### config.mk
export PLATFORM = sky130hd
export DESIGN_NAME = debounced_updown_keypad_counter
export DESIGN_NICKNAME = d
export VERILOG_FILES = /design/src/rtl/kp_pkg.sv /design/src/rtl/debounced_updown_keypad_counter.sv /design/src/rtl/kp_cfg.sv /design/src/rtl/kp_core.sv
export VERILOG_INCLUDE_DIRS = /design/src /design/src/rtl
export SDC_FILE = /design/constraint.sdc
export NUM_CORES = 1
export LEC_CHECK = 0
export BUFFER_PORTS_ARGS = -buffer_cell sky130_fd_sc_hd__buf_4
export CAP_MARGIN = 20
export CORE_MARGIN = 10
export CORE_UTILIZATION = 65
export DETAILED_ROUTE_END_ITERATION = 8
export PLACE_DENSITY = 0.84
export SYNTH_ARGS = -nofsm -noshare
export SYNTH_HDL_FRONTEND = slang
export SYNTH_HIERARCHICAL = 1
export SYNTH_SLANG_ARGS = --single-unit
### constraint.sdc
create_clock -name clk_i -period 19.4 [get_ports clk_i]
set_input_delay 4.85 -clock clk_i [delete_from_list [all_inputs] [get_ports clk_i]]
set_output_delay 4.85 -clock clk_i [all_outputs]
set_load 0.02 [all_outputs]
### src/rtl/assert_macros.svh
// Assertion helpers, clocked on clk_i and disabled while rst_ni is low.
`ifndef ASSERT_MACROS_SVH
`define ASSERT_MACROS_SVH

// Condition that must hold at every clock edge.
`define KP_ASSERT(lbl, cond, msg) \
  lbl: assert property (@(posedge clk_i) disable iff (!rst_ni) (cond)) else $error(msg);

// Same-cycle implication.
`define KP_ASSERT_IMP(lbl, ante, cons, msg) \
  lbl: assert property (@(posedge clk_i) disable iff (!rst_ni) (ante) |-> (cons)) \
    else $error(msg);

`endif

### src/rtl/kp_pkg.sv
`timescale 1ns / 1ps

package kp_pkg;

  localparam int unsigned NUM_BUTTONS = 3;
  localparam int unsigned CNT_W       = 7;
  localparam int unsigned TIME_W      = 32;
  localparam int unsigned MS_W        = 16;
  localparam int unsigned CFG_IDX_W   = 3;

  localparam logic [1:0] BTN_MINUS = 2'd0;
  localparam logic [1:0] BTN_PLUS  = 2'd1;
  localparam logic [1:0] BTN_OK    = 2'd2;

  localparam logic [1:0] DISP_NONE = 2'd0;
  localparam logic [1:0] DISP_SHOW = 2'd1;
  localparam logic [1:0] DISP_DASH = 2'd2;

  localparam logic [CFG_IDX_W-1:0] CFG_DEBOUNCE   = 3'd0;
  localparam logic [CFG_IDX_W-1:0] CFG_HOLD       = 3'd1;
  localparam logic [CFG_IDX_W-1:0] CFG_REPEAT     = 3'd2;
  localparam logic [CFG_IDX_W-1:0] CFG_RANGE_LOW  = 3'd3;
  localparam logic [CFG_IDX_W-1:0] CFG_RANGE_HIGH = 3'd4;

  localparam logic [MS_W-1:0]  DEBOUNCE_RST   = 16'd30;
  localparam logic [MS_W-1:0]  HOLD_RST       = 16'd500;
  localparam logic [MS_W-1:0]  REPEAT_RST     = 16'd50;
  localparam logic [CNT_W-1:0] RANGE_LOW_RST  = 7'd0;
  localparam logic [CNT_W-1:0] RANGE_HIGH_RST = 7'd99;

  typedef enum logic [1:0] {
    ST_LOW  = 2'd0,
    ST_HIGH = 2'd1,
    ST_HOLD = 2'd2
  } btn_state_e;

  typedef struct packed {
    logic [MS_W-1:0]  debounce_ms;
    logic [MS_W-1:0]  hold_ms;
    logic [MS_W-1:0]  repeat_ms;
    logic [CNT_W-1:0] range_low;
    logic [CNT_W-1:0] range_high;
  } cfg_t;

  typedef struct packed {
    logic [1:0]       button;
    logic [CNT_W-1:0] count;
    logic             oor;
    logic [1:0]       disp;
    logic             brew;
    logic             capsule;
  } result_t;

endpackage

### src/rtl/debounced_updown_keypad_counter.sv
`timescale 1ns / 1ps
// Debounced up/down keypad counter with hold auto-repeat.
// Input channel (in_valid_i / in_stall_o): one timestamped sample of the
// minus, plus and ok lines per item; buttons are scanned 0, 1, 2 in turn.
// Output channel (out_valid_o / out_stall_i): one result item per input item
// carrying the scanned button, the counter, the range flag and the actions.
// Config port: cfg_we_i writes cfg_data_i into register cfg_idx_i
// (0 debounce, 1 hold, 2 repeat, 3 range low, 4 range high); write it only
// while no item is in flight.
// Path: an accepted item enters the input register, then its result enters the
// result register, where it waits until it is taken.
// Throughput: 1 item per cycle while the output is not stalled; the whole
// debounce, hold and counter update is one combinational pass between the two registers.
// Reset: clears both stages, scan position, button states, timestamps,
// counter and redisplay flag; config registers return to their defaults.
// Stall: a stalled result holds in the output register; the input register
// still takes one more item, then in_stall_o rises until the result drains.
module debounced_updown_keypad_counter import kp_pkg::*; #(
  parameter int unsigned COUNT_MAX = 99
) (
  input  logic                   clk_i,
  input  logic                   rst_ni,
  input  logic                   cfg_we_i,
  input  logic [CFG_IDX_W-1:0]   cfg_idx_i,
  input  logic [MS_W-1:0]        cfg_data_i,
  input  logic                   in_valid_i,
  output logic                   in_stall_o,
  input  logic [TIME_W-1:0]      now_ms_i,
  input  logic [NUM_BUTTONS-1:0] raw_levels_i,
  output logic                   out_valid_o,
  input  logic                   out_stall_i,
  output logic [1:0]             scanned_button_o,
  output logic [CNT_W-1:0]       count_value_o,
  output logic                   out_of_range_o,
  output logic [1:0]             display_action_o,
  output logic                   brew_request_o,
  output logic                   capsule_reset_o
);

`include "assert_macros.svh"

  cfg_t    cfg;
  result_t res, res_q;

  logic                   in_valid_q, in_valid_d;
  logic [TIME_W-1:0]      now_q;
  logic [NUM_BUTTONS-1:0] levels_q;
  logic                   out_valid_q, out_valid_d;
  logic                   adv, in_acc;
  logic                   show_dash, out_held;

  assign adv        = in_valid_q && (!out_valid_q || !out_stall_i);
  assign in_stall_o = in_valid_q && !adv;
  assign in_acc     = in_valid_i && !in_stall_o;

  always_comb begin
    in_valid_d  = in_acc ? 1'b1 : (adv ? 1'b0 : in_valid_q);
    out_valid_d = adv ? 1'b1 : (out_stall_i ? out_valid_q : 1'b0);
  end

  kp_cfg u_cfg (
    .clk_i  (clk_i),
    .rst_ni (rst_ni),
    .we_i   (cfg_we_i),
    .idx_i  (cfg_idx_i),
    .data_i (cfg_data_i),
    .cfg_o  (cfg)
  );

  kp_core #(
    .COUNT_MAX (COUNT_MAX)
  ) u_core (
    .clk_i    (clk_i),
    .rst_ni   (rst_ni),
    .adv_i    (adv),
    .now_i    (now_q),
    .levels_i (levels_q),
    .cfg_i    (cfg),
    .res_o    (res)
  );

  always_ff @(posedge clk_i or negedge rst_ni) begin
    if (!rst_ni) begin
      in_valid_q  <= 1'b0;
      out_valid_q <= 1'b0;
    end else begin
      in_valid_q  <= in_valid_d;
      out_valid_q <= out_valid_d;
    end
  end

  always_ff @(posedge clk_i) begin
    if (in_acc) begin
      now_q    <= now_ms_i;
      levels_q <= raw_levels_i;
    end
    if (adv) begin
      res_q <= res;
    end
  end

  assign out_valid_o      = out_valid_q;
  assign scanned_button_o = res_q.button;
  assign count_value_o    = res_q.count;
  assign out_of_range_o   = res_q.oor;
  assign display_action_o = res_q.disp;
  assign brew_request_o   = res_q.brew;
  assign capsule_reset_o  = res_q.capsule;

  assign show_dash = (display_action_o == DISP_DASH);
  assign out_held  = out_valid_o && out_stall_i;

  `KP_ASSERT_IMP(a_btn_valid, out_valid_o, scanned_button_o != 2'd3, "bad button code")
  `KP_ASSERT_IMP(a_cnt_max, out_valid_o, count_value_o <= CNT_W'(COUNT_MAX), "count above max")
  `KP_ASSERT_IMP(a_dash_capsule, out_valid_o, show_dash == capsule_reset_o, "dash vs capsule")
  `KP_ASSERT_IMP(a_brew_capsule, out_valid_o, !(brew_request_o && capsule_reset_o), "brew+capsule")
  `KP_ASSERT_IMP(a_back_pressure, in_valid_q && out_held, in_stall_o, "input not held")

endmodule

### src/rtl/kp_cfg.sv
`timescale 1ns / 1ps

module kp_cfg import kp_pkg::*; (
  input  logic                 clk_i,
  input  logic                 rst_ni,
  input  logic                 we_i,
  input  logic [CFG_IDX_W-1:0] idx_i,
  input  logic [MS_W-1:0]      data_i,
  output cfg_t                 cfg_o
);

  cfg_t cfg_q, cfg_d;

  always_comb begin
    cfg_d = cfg_q;
    if (we_i) begin
      case (idx_i)
        CFG_DEBOUNCE:   cfg_d.debounce_ms = data_i;
        CFG_HOLD:       cfg_d.hold_ms     = data_i;
        CFG_REPEAT:     cfg_d.repeat_ms   = data_i;
        CFG_RANGE_LOW:  cfg_d.range_low   = data_i[CNT_W-1:0];
        CFG_RANGE_HIGH: cfg_d.range_high  = data_i[CNT_W-1:0];
        default:        cfg_d = cfg_q;
      endcase
    end
  end

  always_ff @(posedge clk_i or negedge rst_ni) begin
    if (!rst_ni) begin
      cfg_q.debounce_ms <= DEBOUNCE_RST;
      cfg_q.hold_ms     <= HOLD_RST;
      cfg_q.repeat_ms   <= REPEAT_RST;
      cfg_q.range_low   <= RANGE_LOW_RST;
      cfg_q.range_high  <= RANGE_HIGH_RST;
    end else begin
      cfg_q <= cfg_d;
    end
  end

  assign cfg_o = cfg_q;

endmodule

### src/rtl/kp_core.sv
`timescale 1ns / 1ps

module kp_core import kp_pkg::*; #(
  parameter int unsigned COUNT_MAX = 99
) (
  input  logic                   clk_i,
  input  logic                   rst_ni,
  input  logic                   adv_i,
  input  logic [TIME_W-1:0]      now_i,
  input  logic [NUM_BUTTONS-1:0] levels_i,
  input  cfg_t                   cfg_i,
  output result_t                res_o
);

  localparam logic [CNT_W-1:0] CNT_TOP = CNT_W'(COUNT_MAX);

  logic [1:0]             scan_q, scan_d;
  btn_state_e             st_q [NUM_BUTTONS];
  logic [NUM_BUTTONS-1:0] raw_q;
  logic [TIME_W-1:0]      ct_q [NUM_BUTTONS];
  logic [CNT_W-1:0]       cnt_q, cnt_d;
  logic                   redisp_q, redisp_d;

  logic [1:0]        id;
  logic              rd;
  btn_state_e        st0, st1, st2;
  logic [TIME_W-1:0] ct0, ct1, dt;
  logic              press, release_ev, tick;
  logic [CNT_W-1:0]  cnt1;
  logic [1:0]        disp;

  function automatic logic [CNT_W-1:0] step_cnt(input logic [1:0] b,
                                                 input logic [CNT_W-1:0] c);
    logic [CNT_W-1:0] r;
    r = c;
    if (b == BTN_PLUS) begin
      if (c < CNT_TOP) r = c + 1'b1;
    end else if (b == BTN_MINUS) begin
      if (c != '0) r = c - 1'b1;
    end
    return r;
  endfunction

  always_comb begin
    id     = (scan_q >= BTN_OK) ? BTN_OK : scan_q;
    scan_d = (id == BTN_OK) ? 2'd0 : id + 2'd1;
    rd     = levels_i[id];

    st0 = (!rd && st_q[id] == ST_HOLD) ? ST_LOW : st_q[id];
    ct0 = (rd != raw_q[id]) ? now_i : ct_q[id];
    dt  = now_i - ct0;

    press      = (dt > {16'd0, cfg_i.debounce_ms}) && rd && (st0 == ST_LOW);
    release_ev = (dt > {16'd0, cfg_i.debounce_ms}) && !rd && (st0 == ST_HIGH);
    st1 = press ? ST_HIGH : (release_ev ? ST_LOW : st0);
    st2 = (st1 == ST_HIGH && dt > {16'd0, cfg_i.hold_ms}) ? ST_HOLD : st1;
    tick = (st2 == ST_HOLD) && (dt > {16'd0, cfg_i.repeat_ms});
    ct1  = tick ? now_i : ct0;

    // press: redisplay only if armed, else a counter step (none for ok)
    cnt1     = (press && !redisp_q) ? step_cnt(id, cnt_q) : cnt_q;
    redisp_d = press ? 1'b0 : redisp_q;
    disp     = DISP_NONE;
    if (press && (redisp_q || id != BTN_OK)) disp = DISP_SHOW;

    // hold tick: its display action wins
    cnt_d = cnt1;
    if (tick) begin
      if (id == BTN_OK) begin
        redisp_d = 1'b1;
        disp     = DISP_DASH;
      end else begin
        cnt_d = step_cnt(id, cnt1);
        disp  = DISP_SHOW;
      end
    end

    res_o.button  = id;
    res_o.count   = cnt_d;
    res_o.oor     = (cnt_q < cfg_i.range_low) || (cnt_q > cfg_i.range_high);
    res_o.disp    = disp;
    res_o.brew    = release_ev && (id == BTN_OK);
    res_o.capsule = tick && (id == BTN_OK);
  end

  always_ff @(posedge clk_i or negedge rst_ni) begin
    if (!rst_ni) begin
      scan_q   <= '0;
      raw_q    <= '0;
      cnt_q    <= '0;
      redisp_q <= 1'b0;
      for (int i = 0; i < NUM_BUTTONS; i++) begin
        st_q[i] <= ST_LOW;
        ct_q[i] <= '0;
      end
    end else if (adv_i) begin
      scan_q    <= scan_d;
      raw_q[id] <= rd;
      st_q[id]  <= st2;
      ct_q[id]  <= ct1;
      cnt_q     <= cnt_d;
      redisp_q  <= redisp_d;
    end
  end

endmodule

==> summary.md <==
| Metric | Value |
|---|---|
| Status | finished, final reports clean |
| CORE AREA | 21890 um^2 |
| Min Tclk post-route | roughly 10000 ps |
| Capturing point of the worst reg2reg path | u_core/cnt_q[3] |
| First-pass GRT wire length | 60580 um |
| Nets | about 1.8k |
| DP Wirelength | approximately 26000 um |
| FF+latch count, synth | 228 |
| Hold-fix buffers, CTS | 0 |
| Via/cell ratio | 6.313 |
| CTS sink count | 228 |
| Post-CTS setup buffers | 0 |
| Deepest clock path buffer count | 3 |
| Hold WS | 478.1 ps |
| DRT antenna net count | 0 |
| First drt pass iteration count | 5 |
| Max Cap Viol | 0 |
| Number of global-route vias before repair | 11.76k |
| Final Non-Filler Cells | 1905 |
| Share of flip-flops with an asynchronous set or reset | 78.51% |
| CP max stage cell | dfrtp_2 |
| Post-placement worst setup slack | 9306 ps |
| Largest net degree at the start of global routing | 97 |
| Die W | approximately 170 um |
| R2r setup slk | 9300 ps |
| Achievable Freq | 0.09900 GHz |
| Critical Path AT | 10500 ps |
| Share of cells above drive strength 1 | 17.17% |
| # H-tree levels | 1 |
| Row cnt | 54 |
| Cell area after synthesis | 14490 um^2 |
| Endpoints failing hold | 0 |
| Ys Warns | 6 |
| Slew headroom | between 10% and 20% |
| CTS tree | yes |
| Commonest cells after routing, fill and taps aside | nand2_1, o21ai_0, dfrtp_1 |
| Clk slew on worst S/H paths | 60 ps |
| # DRC | 0 |
| Later-pin clock latency in the skew report | around 520 ps |
| Routability cong. | about 0.98 |
| EDFF count, synth | between 40 and 50 |
| Wirelength per Cell | 19.52 um |
| TNS Setup | 0 ps |
| Antenna violations before repair | 0 |
| Min-Delay Endpoint | u_core/ct_q[52] |
| Sequential fraction of the synthesis area | 41.21% |
| Initial DRC count | around 1.1k |
| Min-Delay Path Class | reg2reg |
| Synth Instances | 1578 |
| Die area | about 29000 um^2 |
| Port Buf Inserts | 74 |
| Layout Skew | 10.31 ps |
| Die height | ~170 um |
| # diodes | 0 |
| Commonest non-fill, non-tap cell in the layout | nand2_1 |
| CTS root buffer | clkbuf_16 |
| Slowest Stage Delay on Critical Path | 790 ps |
| CP endpoint kind | flop |
| Hold Crit Depth | 2 |
| Least-Margin Pin Slew | 1183 ps |
| Buffers & Inverters on Critical Path | 2 |
| Worst Hold Launch | u_core/ct_q[52] |
| Vias | around 12k |
| Worst endpoint required time | 19800 ps |
| Initial Util | 66.20% |
| Period Utilization, post-route | 52.07% |
| Synthesized area per cell | just over 9 um^2 |
| Final setup vio count | 0 |
| CP delay by family, top | compound AO/OA/AOI/OAI gates |
| Critical path launch point type | flop |
| Unique masters post-synth | 86 |
| Placed Cells | 1858 |
| DRT Wirelength | 37190 um |
| Post-CTS Resized | 0 |
| Setup CP Type | reg2reg |
| Syn-to-layout area delta | 10.36% |
| Overflow after GRT | 0 |
| RR Startpoint | u_core/scan_q[0] |
| Worst R2R Path Depth | 34 |
| RSZ-0062 raised after global routing | no |
| GRT Overall Usage | 25.33% |
| Final Max Tran Viols | 0 |
| CTS Buf Count | 25 |
| Crit path max fanout | 32 |
| Syn nets | roughly 1.7k |
| Post-synth top flop | dfrtp_1 |
| Setup ws final | between 9000 and 10000 ps |
| # IOs | 75 |
flip-flops by register name, summed over array words and instances, names as in the netlist, 3 cells and up:
register and flops:
now_q 32, u_core/st_q 6, u_core/cnt_q 7, u_core/ct_q 96
u_cfg/cfg_o 62, count_value_o 7, levels_q 3, u_core/raw_q 3
synthesized netlist by cell type, types with 6 or more instances:
master	instances	area (um^2)
nand2b_1	17	106.4
nor2_1	57	214.0
o31a_1	6	52.55
nor2b_1	11	68.82
nand4_1	27	168.9
edfxtp_1	49	1471
mux2_2	96	1081
clkbuf_1	63	236.5
mux2i_1	16	160.2
dfrtp_1	162	4054
or4_1	6	45.04
o21ai_0	181	905.9
ha_1	96	1201
or2_2	10	62.56
nand3_1	25	125.1
a21o_1	37	277.8
nor4_1	11	68.82
inv_1	77	289.0
a21oi_1	128	640.6
xor2_1	11	96.34
or3_1	9	56.30
a211o_1	6	52.55
a31oi_1	14	87.58
xnor2_1	15	131.4
and2_1	12	75.07
and3_1	13	81.33
dfstp_2	17	446.7
buf_1	7	26.28
nand2_1	261	979.7
nor3_1	18	90.09
metal layers:
layer,global-route usage (%),vias up,part of all wire [%]
met2,41.67,483,48
met1,33.90,5765,43
met3,3.844,66,6.9
li1,-,5712,-
met4,7.692,0,2.8
met5,0,-,0
worst min-delay path, delay by kind of cell, from the launching register on:
kind / cells / cell delay (ps)
and+or+nand+nor: 1 / 40
AOI/OAI and AO/OA: 1 / 60
DFF: 1 / 340
cell type report:
type / instances / area [um^2]
inverters: 79 / 296.5
multi-input cells: 1186 / 7885
fillers: 1691 / 5898
clock inverters: 10 / 62.56
flip-flops and latches: 228 / 5974
well taps: 280 / 350.3
clock buffers: 35 / 734.5
repair buffers: 87 / 689.4
logic make-up after synthesis:
group	count (synthesis)	share of synthesized area [%]
AO/OA/AOI/OAI	440	17.96
adder cells (fa/ha/maj)	100	8.634
multiplexers	117	9.178
XOR/XNOR	27	1.684
AND/OR/NAND/NOR	502	16.66
buffers and inverters	164	4.680
flip-flops	228	41.21
worst max-delay path by stage:
stage                      from              end  slack, ps  cells after the start
2_1_floorplan       out_stall_i       in_stall_o       9480                      2
3_3_place_gp        out_stall_i       in_stall_o       9310                      4
3_5_place_dp        out_stall_i       in_stall_o       9310                      4
4_1_cts             out_stall_i       in_stall_o       9300                      4
5_1_grt        u_core/scan_q[0]  u_core/cnt_q[3]       8620                     34
6_report       u_core/scan_q[0]  u_core/cnt_q[3]       9300                     34
metrics by stage:
step	cell area [um^2]	utilization, %
2_1_floorplan	14490	-
3_3_place_gp	15150	69.20
3_5_place_dp	15150	69.20
4_1_cts	15950	72.84
5_1_grt	15990	73.06
6_report	15990	73.06
Power is left out: the tool's default activity adds up to more than one toggle a clock period on the data nets, which glitch-free logic cannot reach.
